<file path="config.mk">
export PLATFORM = sky130hd
export DESIGN_NAME = length_prefixed_packet_deframer_flat
export DESIGN_NICKNAME = d
export VERILOG_FILES = /design/src/rtl/lppd_pkg.sv /design/src/rtl/lppd_if.sv /design/src/rtl/lppd_in_reg.sv /design/src/rtl/lppd_core.sv /design/src/rtl/lppd_out_reg.sv /design/src/rtl/length_prefixed_packet_deframer.sv /design/src/flat_wrapper.sv
export SDC_FILE = /design/constraint.sdc
export NUM_CORES = 1
export LEC_CHECK = 0
export ABC_AREA = 1
export BUFFER_PORTS_ARGS = -buffer_cell sky130_fd_sc_hd__buf_4
export CORE_MARGIN = 8
export CORE_UTILIZATION = 45
export DETAILED_ROUTE_END_ITERATION = 8
export HOLD_SLACK_MARGIN = 0.03
export PLACE_DENSITY = 0.65
export SLEW_MARGIN = 20
export SYNTH_ARGS = -nofsm -noshare
export SYNTH_HDL_FRONTEND = slang
export SYNTH_HIERARCHICAL = 1
export SYNTH_SLANG_ARGS = --single-unit
</file>
<file path="constraint.sdc">
create_clock -name clk -period 1.7 [get_ports clk]
set_input_delay 0.425 -clock clk [delete_from_list [all_inputs] [get_ports clk]]
set_output_delay 0.425 -clock clk [all_outputs]
set_load 0.005 [all_outputs]
</file>
<file path="src/rtl/lppd_pkg.sv">
`timescale 1ns / 1ps
// ----------------------------------------------------------------------------
// lppd_pkg
// Shared types and constants of the length-prefixed packet deframer.
// ----------------------------------------------------------------------------
package lppd_pkg;

  localparam int BYTE_W = 8;
  localparam int LEN_W  = 9;
  localparam int CFG_IDX_W = 1;

  localparam logic [1:0] PH_IDLE   = 2'd0;
  localparam logic [1:0] PH_ARMED  = 2'd1;
  localparam logic [1:0] PH_LENGTH = 2'd2;
  localparam logic [1:0] PH_BODY   = 2'd3;

  localparam logic [CFG_IDX_W-1:0] CFG_SYNC_FIRST  = 1'd0;
  localparam logic [CFG_IDX_W-1:0] CFG_SYNC_SECOND = 1'd1;

  localparam logic [BYTE_W-1:0] SYNC_FIRST_RST  = 8'hDF;
  localparam logic [BYTE_W-1:0] SYNC_SECOND_RST = 8'hFD;

  typedef struct packed {
    logic [BYTE_W-1:0] pkt_byte;
    logic              pkt_first;
    logic              pkt_last;
  } pkt_t;

endpackage

</file>
<file path="src/rtl/lppd_if.sv">
`timescale 1ns / 1ps
// ----------------------------------------------------------------------------
// lppd channel interfaces
// Valid/ready channels for received bytes and for packet bytes.
// ----------------------------------------------------------------------------
interface lppd_in_if;
  logic       valid;
  logic       ready;
  logic [7:0] rx_byte;

  modport source (output valid, output rx_byte, input ready);
  modport sink (input valid, input rx_byte, output ready);
endinterface

interface lppd_out_if;
  logic       valid;
  logic       ready;
  logic [7:0] pkt_byte;
  logic       pkt_first;
  logic       pkt_last;

  modport source (output valid, output pkt_byte, output pkt_first, output pkt_last,
                  input ready);
  modport sink (input valid, input pkt_byte, input pkt_first, input pkt_last,
                output ready);
endinterface

</file>
<file path="src/rtl/lppd_in_reg.sv">
`timescale 1ns / 1ps
// ----------------------------------------------------------------------------
// lppd_in_reg
// Input register holding one received byte until the core takes it.
// ----------------------------------------------------------------------------
module lppd_in_reg (
  input  logic                      clk,
  input  logic                      rst_n,
  input  logic                      in_valid,
  output logic                      in_ready,
  input  logic [lppd_pkg::BYTE_W-1:0] in_byte,
  input  logic                      pop,
  output logic                      stg_valid,
  output logic [lppd_pkg::BYTE_W-1:0] stg_byte
);
  import lppd_pkg::*;

  logic              valid_r;
  logic              valid_nxt;
  logic [BYTE_W-1:0] byte_r;
  logic              load;

  assign in_ready  = !valid_r || pop;
  assign load      = in_valid && in_ready;
  assign valid_nxt = load || (valid_r && !pop);
  assign stg_valid = valid_r;
  assign stg_byte  = byte_r;

  always_ff @(posedge clk) begin
    if (!rst_n) begin
      valid_r <= 1'b0;
    end else begin
      valid_r <= valid_nxt;
    end
  end

  always_ff @(posedge clk) begin
    if (load) begin
      byte_r <= in_byte;
    end
  end

endmodule

</file>
<file path="src/rtl/lppd_core.sv">
`timescale 1ns / 1ps
// ----------------------------------------------------------------------------
// lppd_core
// Sync header hunt, length capture and body count; holds the sync registers.
// ----------------------------------------------------------------------------
module lppd_core (
  input  logic                         clk,
  input  logic                         rst_n,
  input  logic                         cfg_we,
  input  logic [lppd_pkg::CFG_IDX_W-1:0] cfg_idx,
  input  logic [lppd_pkg::BYTE_W-1:0]  cfg_wdata,
  input  logic                         stg_valid,
  input  logic [lppd_pkg::BYTE_W-1:0]  stg_byte,
  input  logic                         out_free,
  output logic                         pop,
  output logic                         res_valid,
  output lppd_pkg::pkt_t               res
);
  import lppd_pkg::*;

  logic [BYTE_W-1:0] sync_first_r;
  logic [BYTE_W-1:0] sync_second_r;
  logic [1:0]        phase_r;
  logic [1:0]        phase_nxt;
  logic [LEN_W-1:0]  left_r;
  logic [LEN_W-1:0]  left_nxt;
  logic [LEN_W-1:0]  left_dec;

  assign pop      = stg_valid && out_free;
  assign left_dec = left_r - LEN_W'(1);

  always_comb begin
    phase_nxt     = phase_r;
    left_nxt      = left_r;
    res_valid     = 1'b0;
    res.pkt_byte  = stg_byte;
    res.pkt_first = 1'b0;
    res.pkt_last  = 1'b0;
    case (phase_r)
      PH_ARMED: begin
        if (stg_byte == sync_second_r) begin
          phase_nxt = PH_LENGTH;
        end else if (stg_byte == sync_first_r) begin
          phase_nxt = PH_ARMED;
        end else begin
          phase_nxt = PH_IDLE;
        end
      end
      PH_LENGTH: begin
        left_nxt      = {1'b0, stg_byte} + LEN_W'(1);
        phase_nxt     = PH_BODY;
        res_valid     = pop;
        res.pkt_first = 1'b1;
      end
      PH_BODY: begin
        left_nxt     = left_dec;
        res_valid    = pop;
        res.pkt_last = (left_dec == '0);
        if (left_dec == '0) begin
          phase_nxt = PH_IDLE;
        end
      end
      default: begin
        phase_nxt = (stg_byte == sync_first_r) ? PH_ARMED : PH_IDLE;
      end
    endcase
  end

  always_ff @(posedge clk) begin
    if (!rst_n) begin
      phase_r <= PH_IDLE;
      left_r  <= '0;
    end else if (pop) begin
      phase_r <= phase_nxt;
      left_r  <= left_nxt;
    end
  end

  always_ff @(posedge clk) begin
    if (!rst_n) begin
      sync_first_r  <= SYNC_FIRST_RST;
      sync_second_r <= SYNC_SECOND_RST;
    end else if (cfg_we) begin
      case (cfg_idx)
        CFG_SYNC_FIRST:  sync_first_r  <= cfg_wdata;
        CFG_SYNC_SECOND: sync_second_r <= cfg_wdata;
        default: ;
      endcase
    end
  end

endmodule

</file>
<file path="src/rtl/lppd_out_reg.sv">
`timescale 1ns / 1ps
// ----------------------------------------------------------------------------
// lppd_out_reg
// Result register presenting one packet byte to the downstream sink.
// ----------------------------------------------------------------------------
module lppd_out_reg (
  input  logic           clk,
  input  logic           rst_n,
  input  logic           res_valid,
  input  lppd_pkg::pkt_t res,
  output logic           out_free,
  output logic           out_valid,
  input  logic           out_ready,
  output lppd_pkg::pkt_t out_pkt
);
  import lppd_pkg::*;

  logic valid_r;
  logic valid_nxt;
  pkt_t pkt_r;

  assign out_free  = !valid_r || out_ready;
  assign valid_nxt = res_valid || (valid_r && !out_ready);
  assign out_valid = valid_r;
  assign out_pkt   = pkt_r;

  always_ff @(posedge clk) begin
    if (!rst_n) begin
      valid_r <= 1'b0;
    end else begin
      valid_r <= valid_nxt;
    end
  end

  always_ff @(posedge clk) begin
    if (res_valid) begin
      pkt_r <= res;
    end
  end

endmodule

</file>
<file path="src/rtl/length_prefixed_packet_deframer.sv">
`timescale 1ns / 1ps
// path: each accepted byte passes the input register, then the result register
// throughput: one byte per cycle, set by the single input and result registers, unless the sink stalls
// header bytes give no item; the length byte and each body byte give one item
// reset (rst_n, synchronous): hunt restarts idle, both registers empty,
// sync bytes return to 0xDF and 0xFD
// ----------------------------------------------------------------------------
// length_prefixed_packet_deframer
// Finds a two-byte sync header and passes on the length byte and body bytes.
// ----------------------------------------------------------------------------
module length_prefixed_packet_deframer (
  input  logic                         clk,
  input  logic                         rst_n,
  lppd_in_if.sink                      in_ch,
  lppd_out_if.source                   out_ch,
  input  logic                         cfg_we,
  input  logic [lppd_pkg::CFG_IDX_W-1:0] cfg_idx,
  input  logic [lppd_pkg::BYTE_W-1:0]  cfg_wdata
);
  import lppd_pkg::*;

  logic              stg_valid;
  logic [BYTE_W-1:0] stg_byte;
  logic              pop;
  logic              out_free;
  logic              res_valid;
  pkt_t              res;
  pkt_t              out_pkt;

  lppd_in_reg u_in_reg (
    .clk       (clk),
    .rst_n     (rst_n),
    .in_valid  (in_ch.valid),
    .in_ready  (in_ch.ready),
    .in_byte   (in_ch.rx_byte),
    .pop       (pop),
    .stg_valid (stg_valid),
    .stg_byte  (stg_byte)
  );

  lppd_core u_core (
    .clk       (clk),
    .rst_n     (rst_n),
    .cfg_we    (cfg_we),
    .cfg_idx   (cfg_idx),
    .cfg_wdata (cfg_wdata),
    .stg_valid (stg_valid),
    .stg_byte  (stg_byte),
    .out_free  (out_free),
    .pop       (pop),
    .res_valid (res_valid),
    .res       (res)
  );

  lppd_out_reg u_out_reg (
    .clk       (clk),
    .rst_n     (rst_n),
    .res_valid (res_valid),
    .res       (res),
    .out_free  (out_free),
    .out_valid (out_ch.valid),
    .out_ready (out_ch.ready),
    .out_pkt   (out_pkt)
  );

  assign out_ch.pkt_byte  = out_pkt.pkt_byte;
  assign out_ch.pkt_first = out_pkt.pkt_first;
  assign out_ch.pkt_last  = out_pkt.pkt_last;

endmodule
</file>
<file path="src/flat_wrapper.sv">
// flat-port wrapper written by rule: the top's interface ports become plain ports
module length_prefixed_packet_deframer_flat import lppd_pkg::*;
  (clk, rst_n, cfg_we, cfg_idx, cfg_wdata, in_ch_valid, in_ch_rx_byte, in_ch_ready, out_ch_valid, out_ch_pkt_byte, out_ch_pkt_first, out_ch_pkt_last, out_ch_ready);
  lppd_in_if in_ch_i ();
  lppd_out_if out_ch_i ();
  input  logic clk;
  input  logic rst_n;
  input  logic cfg_we;
  input  logic [lppd_pkg::CFG_IDX_W-1:0] cfg_idx;
  input  logic [lppd_pkg::BYTE_W-1:0] cfg_wdata;
  input wire logic [$bits(in_ch_i.valid)-1:0] in_ch_valid;
  input wire logic [$bits(in_ch_i.rx_byte)-1:0] in_ch_rx_byte;
  output wire logic [$bits(in_ch_i.ready)-1:0] in_ch_ready;
  output wire logic [$bits(out_ch_i.valid)-1:0] out_ch_valid;
  output wire logic [$bits(out_ch_i.pkt_byte)-1:0] out_ch_pkt_byte;
  output wire logic [$bits(out_ch_i.pkt_first)-1:0] out_ch_pkt_first;
  output wire logic [$bits(out_ch_i.pkt_last)-1:0] out_ch_pkt_last;
  input wire logic [$bits(out_ch_i.ready)-1:0] out_ch_ready;
  assign in_ch_i.valid = in_ch_valid;
  assign in_ch_i.rx_byte = in_ch_rx_byte;
  assign in_ch_ready = in_ch_i.ready;
  assign out_ch_valid = out_ch_i.valid;
  assign out_ch_pkt_byte = out_ch_i.pkt_byte;
  assign out_ch_pkt_first = out_ch_i.pkt_first;
  assign out_ch_pkt_last = out_ch_i.pkt_last;
  assign out_ch_i.ready = out_ch_ready;
  length_prefixed_packet_deframer u_core (.clk(clk), .rst_n(rst_n), .in_ch(in_ch_i), .out_ch(out_ch_i), .cfg_we(cfg_we), .cfg_idx(cfg_idx), .cfg_wdata(cfg_wdata));
endmodule
</file>
==> results.cfg, run 1 <==
[layout]
area_growth_pct = 20.8
fin_nets = 351
utilization_pct = 55.7
multi_input_area_um2 = 1010
diodes = 0
seq_area_um2 = 1120
final_common_cell = nand2_1
drive_above_1_share_pct = 23.5
nFillCells = 488
final_cell_mix = 61 x nand2_1, 48 x buf_4, 32 x inv_1, 29 x dfxtp_1, 25 x nand3_1

[worst_setup_path]
cp_cell_sequence = nand2_2, nand2_1, inv_1, inv_2, nand2_2, buf_4
criticalPathCategory = reg -> out
cp_slowest_stage_delay_ns = 0.35
start_kind = flip-flop
end_kind = output port
worst_path_max_delay_cell = dfxtp_1
crit_fanout = 3
reg2reg_from = u_core/u_core/left_r[1]
critPathRequiredTime_ns = 1.27
crit_start = u_core/u_out_reg/out_valid
critPathArrivalTime_ns = 1.17
crit_top_cell = nand2_2

[yosys]
avgSynthCellArea_um2 = 8.19
syn_area_um2 = 2340
syn_inst = 286
async_reset_ff_share_pct = 0
ys_warn_count = 6
synthDistinctLibCells = 28
yosys_most_used_dff = dfxtp_1
yosysSeqAreaShare_pct = 47.9
synth_edf_count = 18
synth_fp_nets = 311
ys_ff_latch = 47

[power_and_ir_drop]
combinationalPowerShare_pct = 12.2
clock_power_share_pct = 34.4
p_sw_mw = 0.579
internal-power_mw = 1.79
peakVddDrop_mv = 0.516
power_frac_seq_pct = 53.4
finalPower_mw = 2.37
p_leak_nw = 1.30
powerDensity_nw_per_um2 = 839
swShare_pct = 24.4

[clocking]
htreeDepth = 2
clockBufferDepth = 2
cts_buffers = 5
clk_latency_ns = 0.30
cts_tree = done
cts_root_buf = clkbuf_8
cts_sinks = 47
clkTransAtPathRegs_ns = 0.09

[worst_hold_path]
hold_start = in_ch_rx_byte[4]
hold_class = in -> reg

[grt]
antenna_found_initial = 0
grt_pass1_vias = 1796
grt_overflow = 0
grt_usage_pct = 14.1
grt_pass1_wl_mm = 8.52
grt_start_max_net_pins = 27

[placed_design]
dp_hpwl_mm = 3.90
post-place-ws_ns = 0.0750
gp_congestion = 0.821
portBuffers = 33

[run_status]
status = completed

[sta]
fin_crit_ns = 1.60
worstMarginPinSlew_ns = 0.383
setup_ws_ns = 0.101
skew_ns = 0.00208
post-route-period-util_pct = 94.0
clock.fmax_mhz = 626
rsz0062_at_grt = false
hold_violations = 0
setup_viol = 0
maxSlewViolCount = 0
max-slew-margin-rel_pct = 74.4
tns_ns = 0

[die]
die_area_um2 = 7770
rows = 26
coreArea_um2 = 5070
die_h_um = 88.1
initial_core_util_pct = 46.1
die_x_um = 88.1
io_pins = 34

[detailed_routing]
avgRoutedWirePerCell_um = 13.2
wirelength_mm = 5.23
drtPass1Iterations = 4
drc = 0
vias = 1916
vias_per_cell = 4.83
ant_nets = 0
drt_iter0_markers = 134

[job]
max-cap-violations = 0
## area by class of cell
type / count / share of cell area, %
clock inverters: 3 / 1.55
flip-flops and latches: 47 / 39.6
inverters: 36 / 4.78
well taps: 70 / 3.10
multi-input cells: 188 / 35.8
clock buffers: 5 / 2.43
repair buffers: 48 / 12.7
## cells by family (layout without fill, tap and decap cells)
kind of cell | count (synthesis) | in the layout | synth area share (%)
fa+ha+maj | 3 | 3 | 1.60
simple gates | 125 | 125 | 23.6
buf+inv | 51 | 92 | 9.78
flops | 47 | 47 | 47.9
compound gates | 42 | 42 | 10.4
xor+xnor | 18 | 18 | 6.73
## critical path, delay by kind of cell (launching register included)
kind                   cells  cell delay (ns)
buffers and inverters      3             0.29
flip-flops                 1             0.35
AND/OR/NAND/NOR            3             0.24
## flip-flops by register name (all words and copies together) (netlist names), named ones only
signal	cells
u_core/u_core/left_r	9
u_core/u_core/phase_r	1
u_core/u_core/sync_first_r	8
u_core/u_core/sync_second_r	8
u_core/u_in_reg/stg_byte	8
u_core/u_in_reg/stg_valid	1
u_core/u_out_reg/out_pkt	10
u_core/u_out_reg/out_valid	1
## Yosys cell counts (2+ instances only)
| master | count | share of area, % |
|---|---|---|
| clkbuf_1 | 3 | 0.48 |
| nand4_1 | 4 | 1.1 |
| inv_1 | 32 | 5.1 |
| xor2_1 | 9 | 3.4 |
| buf_4 | 9 | 2.9 |
| ha_1 | 3 | 1.6 |
| xnor2_1 | 9 | 3.4 |
| nand2_2 | 5 | 1.3 |
| nand2_1 | 61 | 9.8 |
| buf_2 | 2 | 0.43 |
| inv_2 | 4 | 0.64 |
| o21ai_0 | 14 | 3.0 |
| nor2_1 | 21 | 3.4 |
| dfxtp_1 | 29 | 25 |
| edfxtp_1 | 18 | 23 |
| nor2_2 | 5 | 1.3 |
| o21ai_1 | 3 | 0.64 |
| a21oi_2 | 3 | 1.1 |
| o31ai_1 | 2 | 0.64 |
| nand3_1 | 25 | 5.3 |
| o211ai_1 | 5 | 1.6 |
| a21oi_1 | 14 | 3.0 |
## final timing paths
path                            slack [ns]                          end  cells after the start
worst max register to register        0.17     u_core/u_core/phase_r[0]                     10
worst min register to register        0.48   u_core/u_out_reg/out_valid                      2
worst min-delay path                  0.30  u_core/u_in_reg/stg_byte[4]                      1
worst max-delay path                  0.10                  in_ch_ready                      6
## through the flow
stage          area (um2)  instances  hold slack, ns
2_1_floorplan        2340        286           0.448
3_3_place_gp         2650        383           0.459
3_5_place_dp         2650        383           0.463
4_1_cts              2760        391           0.285
5_1_grt              2830        397           0.277
6_report             2830        397           0.298
## power by group through the flow
stage	Combinational (mW)	Sequential (mW)	Clock, mW
finish	0.289	1.27	0.818
global route	0.326	1.27	0.884
CTS	0.275	1.27	0.840
detailed placement	0.273	1.29	0
global placement	0.272	1.29	0
floorplan	0.196	1.28	0
## metal layers
layer | GRT usage (%) | up-vias | routed length [um]
li1 | - | 1005 | -
met1 | 17.7 | 870 | 2530
met2 | 22.4 | 39 | 2430
met3 | 4.41 | 2 | 242
met4 | 4.45 | 0 | 28
met5 | 0 | - | 0
## repair_timing
action,in CTS,in global routing
setup buffers,0,6
hold endpoints to repair,0,0
hold buffers,0,0
gates resized for setup,0,3
setup endpoints to repair,0,3
Power figures use the tool's default switching activity.
==> run 2: changes to the inputs <==
--- a/config.mk
+++ b/config.mk
@@ -7,11 +7,13 @@
 export LEC_CHECK = 0
 export ABC_AREA = 1
 export BUFFER_PORTS_ARGS = -buffer_cell sky130_fd_sc_hd__buf_4
+export CELL_PAD_IN_SITES_DETAIL_PLACEMENT = 1
+export CELL_PAD_IN_SITES_GLOBAL_PLACEMENT = 2
 export CORE_MARGIN = 8
-export CORE_UTILIZATION = 45
+export CORE_UTILIZATION = 33
 export DETAILED_ROUTE_END_ITERATION = 8
 export HOLD_SLACK_MARGIN = 0.03
-export PLACE_DENSITY = 0.65
+export PLACE_DENSITY_LB_ADDON = 0.1
 export SLEW_MARGIN = 20
 export SYNTH_ARGS = -nofsm -noshare
 export SYNTH_HDL_FRONTEND = slang
==> run 2 against run 1 <==
Against the previous run: combinational power is 6% higher; utilization is 14 points lower; final cell count is 6.5% higher; non-clock buffer count stayed put; clock-buffer cell count did not move; die area up 29%; worst hold slack worse by 0.0069 ns; power decreased by 3.0%; global-route usage decreased by 1.2 points; wire length rose by 17%; largest cell class unchanged; largest power group unchanged; highest routed layer unchanged.
==> results.cfg, run 2 (synthesis results as in run 1) <==
[layout]
drive_above_1_share_pct = 24.2
final_common_cell = nand2_1
design_area_um2 = 2860
area_growth_pct = 22.3
fin_nets = 351
diodes = 0
nFillCells = 838
largest_reg_flops = 10
final_cell_mix = 61 x nand2_1, 47 x buf_4, 32 x inv_1, 27 x dfxtp_1, 25 x nand3_1

[worst_setup_path]
start_kind = flip-flop
cp_cell_sequence = nand2_2, nand2_1, inv_1, inv_2, nand2_2, buf_4
critPathArrivalTime_ns = 1.12
cp_slowest_stage_delay_ns = 0.34
crit_fanout = 3
critPathRequiredTime_ns = 1.27
crit_top_cell = nand2_2
criticalPathCategory = reg -> out
end_kind = output port
worst_path_max_delay_cell = dfxtp_2
reg2regPathDepth = 7

[die]
die_area_um2 = 10000
io_pins = 34
die_h_um = 100
rows = 30
coreArea_um2 = 6830
initial_core_util_pct = 34.3
die_x_um = 100

[power_and_ir_drop]
powerDensity_nw_per_um2 = 804
finalPower_mw = 2.30
swShare_pct = 27.7
p_leak_nw = 1.30
peakVddDrop_mv = 0.362
p_sw_mw = 0.639
clock_power_share_pct = 31.9
internal-power_mw = 1.66
combinationalPowerShare_pct = 13.2
power_frac_seq_pct = 54.9

[grt]
grt_usage_pct = 12.9
grt_pass1_vias = 2106
grt_pass1_wl_mm = 10.2
grt_start_max_net_pins = 18
antenna_found_initial = 0
grt_overflow = 0

[clocking]
clkTransAtPathRegs_ns = 0.10
cts_sinks = 47
clockBufferDepth = 2
cts_root_buf = clkbuf_8
htreeDepth = 2
hold_buffers = 0
cts_tree = done
clk_latency_ns = 0.30
cts_buffers = 5

[sta]
worstMarginPinSlew_ns = 0.299
clock.fmax_mhz = 646
max-slew-margin-rel_pct = 80.1
holdWs_ns = 0.291
tns_ns = 0
setup_ws_ns = 0.152
post-route-period-util_pct = 91.1
hold_violations = 0
fin_crit_ns = 1.55
skew_ns = 0.00639
maxSlewViolCount = 0
setup_viol = 0

[placed_design]
portBuffers = 33
post-place-ws_ns = 0.0897
post_dp_cell_area_um2 = 2730
dp_hpwl_mm = 4.73
gp_congestion = 0.759

[run_status]
status = completed

[worst_hold_path]
hold_class = in -> reg
hold_depth = 1

[detailed_routing]
drtPass1Iterations = 4
wirelength_mm = 6.14
ant_nets = 0
vias_per_cell = 4.62
avgRoutedWirePerCell_um = 14.5
vias = 1954
drc = 0
drt_iter0_markers = 47

[job]
max-cap-violations = 0
==> run 2: cell types whose count changed in the layout (fill, tap and decap cells not counted), sizes merged <==
cell / previous run / this run
clkinvlp: 0 / 1
inv: 36 / 38
bufinv: 1 / 0
clkinv: 2 / 0
==> run 2: final timing paths <==
path	from	end	slack, ns
worst max register to register	u_core/u_in_reg/stg_byte[1]	u_core/u_core/left_r[8]	0.17
worst min-delay path	in_ch_rx_byte[0]	u_core/u_in_reg/stg_byte[0]	0.29
worst min register to register	u_core/u_out_reg/out_valid	u_core/u_out_reg/out_valid	0.49
worst max-delay path	u_core/u_out_reg/out_valid	in_ch_ready	0.15
==> run 2: layout make-up <==
cell class	count	area, um2	area share [%]
timing repair buffer	48	373	13.0
sequential	47	1120	39.2
clock inverter	3	27.5	0.961
multi-input combinational	188	1020	35.5
clock buffer	5	68.8	2.40
tap	96	120	4.19
inverter	36	135	4.72
==> run 2: timing repair <==
item                                    in CTS  in global routing
endpoints found under the setup margin       0                  4
setup buffers                                0                  2
gates resized for setup                      0                  6
==> run 2: critical path: cells and delay by family, from the launching register on <==
kind                   cells  cell delay, ns
buffers and inverters      3            0.27
and+or+nand+nor            3            0.21
DFF                        1            0.34
==> run 2: metrics by stage <==
step                      utilization, %  std cells
final                               41.9        423
after global routing                41.9        423
after detailed placement            39.9        413
after CTS                           41.3        421
after floorplan                        -        286
after global placement              39.9        413
==> run 2: metal layers <==
layer	wire length [um]	global-route usage (%)	up-vias	share of wire, %
met5	0	0	-	0
met4	43	3.49	0	0.70
met3	148	2.84	5	2.4
met2	2900	21.4	26	47
li1	-	-	998	-
met1	3040	16.3	925	50
==> run 2: power groups by stage <==
stage / clock network (mW) / logic [mW] / registers (mW)
6_report: 0.734 / 0.305 / 1.26
5_1_grt: 0.825 / 0.345 / 1.27
4_1_cts: 0.772 / 0.302 / 1.26
3_5_place_dp: 0 / 0.300 / 1.29
3_3_place_gp: 0 / 0.297 / 1.29
2_1_floorplan: 0 / 0.196 / 1.28
==> run 3: changes to the inputs <==
--- a/config.mk
+++ b/config.mk
@@ -5,12 +5,11 @@
 export SDC_FILE = /design/constraint.sdc
 export NUM_CORES = 1
 export LEC_CHECK = 0
-export ABC_AREA = 1
 export BUFFER_PORTS_ARGS = -buffer_cell sky130_fd_sc_hd__buf_4
 export CELL_PAD_IN_SITES_DETAIL_PLACEMENT = 1
 export CELL_PAD_IN_SITES_GLOBAL_PLACEMENT = 2
 export CORE_MARGIN = 8
-export CORE_UTILIZATION = 33
+export CORE_UTILIZATION = 35
 export DETAILED_ROUTE_END_ITERATION = 8
 export HOLD_SLACK_MARGIN = 0.03
 export PLACE_DENSITY_LB_ADDON = 0.1
==> run 3 against run 2 <==
Against the previous run: the run now ends with negative setup slack left; maximum frequency down 12%; sequential share of layout area rose by 0.28 points; worst setup slack worse by 0.21 ns; clock power grew 0.8%; largest power group unchanged.
==> results.cfg, run 3 <==
[yosys]
yosys_most_used_dff = dfxtp_1
synth_top_area_share_pct = 25.3
ys_ff_latch = 47
synth_top_area_cell = dfxtp_1
ys_warn_count = 6
synth_commonest_cells = 49 x nand2_1, 29 x dfxtp_1, 19 x nand3_1
yosys-top-cells-area = dfxtp_1 25%, edfxtp_1 24%, nand2_1 8.0%, xnor2_1 5.0%, xor2_1 4.2%
synth_fp_nets = 272
synthDistinctLibCells = 44
yosysSeqAreaShare_pct = 48.8
avgSynthCellArea_um2 = 9.31
async_reset_ff_share_pct = 0
synth_edf_count = 18
syn_inst = 247
syn_area_um2 = 2300
synthMostInstantiatedCell = nand2_1

[die]
coreArea_um2 = 6350
die_x_um = 97.0
die_h_um = 97.0
rows = 29
initial_core_util_pct = 36.2
io_pins = 34
die_area_um2 = 9420

[sta]
setup_ws_ns = -0.0620
worstMarginPinSlew_ns = 0.362
maxSlewViolCount = 0
max-slew-margin-rel_pct = 75.8
fin_crit_ns = 1.76
post-route-period-util_pct = 104
rsz0062_at_grt = true
clock.fmax_mhz = 568
skew_ns = 0.00752
setup_viol = 2
hold_violations = 0

[worst_setup_path]
end_kind = flip-flop
cp_cell_sequence = inv_4, ha_4, nor4b_4, xnor2_1, nand3_1, or4_4, o221a_1
crit_fanout = 4
critPathArrivalTime_ns = 1.97
critPathRequiredTime_ns = 1.91
worst_path_max_delay_cell = or4_4
start_kind = flip-flop
cp_slowest_stage_delay_ns = 0.43
path_buf_inv = 1
criticalPathCategory = reg -> reg
cp_top_family = simple AND/OR/NAND/NOR gates

[layout]
final_common_cell = buf_4
final_cell_mix = 58 x buf_4, 48 x nand2_1, 27 x dfxtp_1, 19 x nand3_1, 18 x edfxtp_1
diodes = 0
largest_reg_flops = 10
fin_nets = 315
finalNonFillerCells = 368
drive_above_1_share_pct = 27.8
area_growth_pct = 24.0

[placed_design]
portBuffers = 33
dp_hpwl_mm = 4.61
dp_cells = 358
gp_congestion = 0.789

[clocking]
clockBufferDepth = 2
cts_sinks = 47
cts_tree = done
cts_root_buf = clkbuf_8
clk_latency_ns = 0.31
cts_buffers = 5
htreeDepth = 2
clkTransAtPathRegs_ns = 0.10
hold_buffers = 0

[power_and_ir_drop]
finalPower_mw = 2.21
combinationalPowerShare_pct = 10.1
powerDensity_nw_per_um2 = 777
clock_power_share_pct = 33.4
peakVddDrop_mv = 0.356
power_frac_seq_pct = 56.5
internal-power_mw = 1.63
p_leak_nw = 1.16
p_sw_mw = 0.585
swShare_pct = 26.4

[grt]
grt_overflow = 0
grt_usage_pct = 13.2
antenna_found_initial = 0
grt_pass1_vias = 2005
grt_pass1_wl_mm = 10.2
grt_start_max_net_pins = 32

[run_status]
violations = negative setup slack
status = finished, violations left

[detailed_routing]
wirelength_mm = 6.10
avgRoutedWirePerCell_um = 16.6
drtPass1Iterations = 4
vias_per_cell = 4.99
ant_nets = 0
drc = 0
drt_iter0_markers = 90
vias = 1835

[job]
max-cap-violations = 0

[worst_hold_path]
hold_class = in -> reg
-- run 3: power by group through the flow --
stage / sequential (mW) / clock, mW / combinational, mW
floorplan: 1.26 / 0 / 0.151
global placement: 1.28 / 0 / 0.222
detailed placement: 1.28 / 0 / 0.226
CTS: 1.25 / 0.764 / 0.228
global route: 1.26 / 0.808 / 0.249
finish: 1.25 / 0.740 / 0.224
-- run 3: final timing paths --
kind	slack (ns)	cells past startpoint	end	start
setup reg to reg	-0.06	7	flip-flop	u_core/u_core/left_r[0]
setup / recovery	-0.06	7	flip-flop	u_core/u_core/left_r[0]
hold reg to reg	0.49	2	u_core/u_core/sync_second_r[0]	u_core/u_core/sync_second_r[0]
hold / removal	0.29	1	u_core/u_in_reg/stg_byte[4]	in_ch_rx_byte[4]
-- run 3: per-layer routing --
layer  global-route usage (%)  share of wire (%)
met1                     17.8                 50
met2                     20.5                 45
met5                        0                  0
met4                     3.20               0.70
met3                     3.20                3.7
-- run 3: cells by family (layout without fill, tap and decap cells) --
logic type | count (synthesis) | after routing | share of synthesized area [%]
simple gates | 107 | 107 | 23.2
fa+ha+maj | 3 | 3 | 1.63
xor+xnor | 24 | 24 | 9.15
mux | 1 | 1 | 0.436
buf+inv | 30 | 74 | 6.64
flops | 47 | 47 | 48.8
compound gates | 35 | 35 | 10.1
-- run 3: what timing repair did --
action	4_1_cts	5_1_grt
resized for setup	0	6
pin swaps	1	1
buffers inserted	2	0
endpoints found under the setup margin	3	5
-- run 3: area by class of cell --
class	instances	area (um2)
sequential	47	1130
clock inverter	3	27.5
tap	77	96.3
clock buffer	5	68.8
timing repair buffer	58	435
multi-input combinational	170	1060
inverter	8	32.5
fill	745	3500
-- run 3: through the flow --
step	area, um2	hold slack (ns)	setup TNS, ns	setup WS, ns	utilization [%]
after detailed placement	2720	0.479	-0.0638	-0.0638	42.8
after floorplan	2320	0.455	-0.0372	-0.0372	-
after global routing	2850	0.272	-0.362	-0.167	44.9
final	2850	0.291	-0.0744	-0.0620	44.9
after CTS	2830	0.282	-0.0914	-0.0755	44.5
after global placement	2720	0.465	-0.0186	-0.0186	42.8
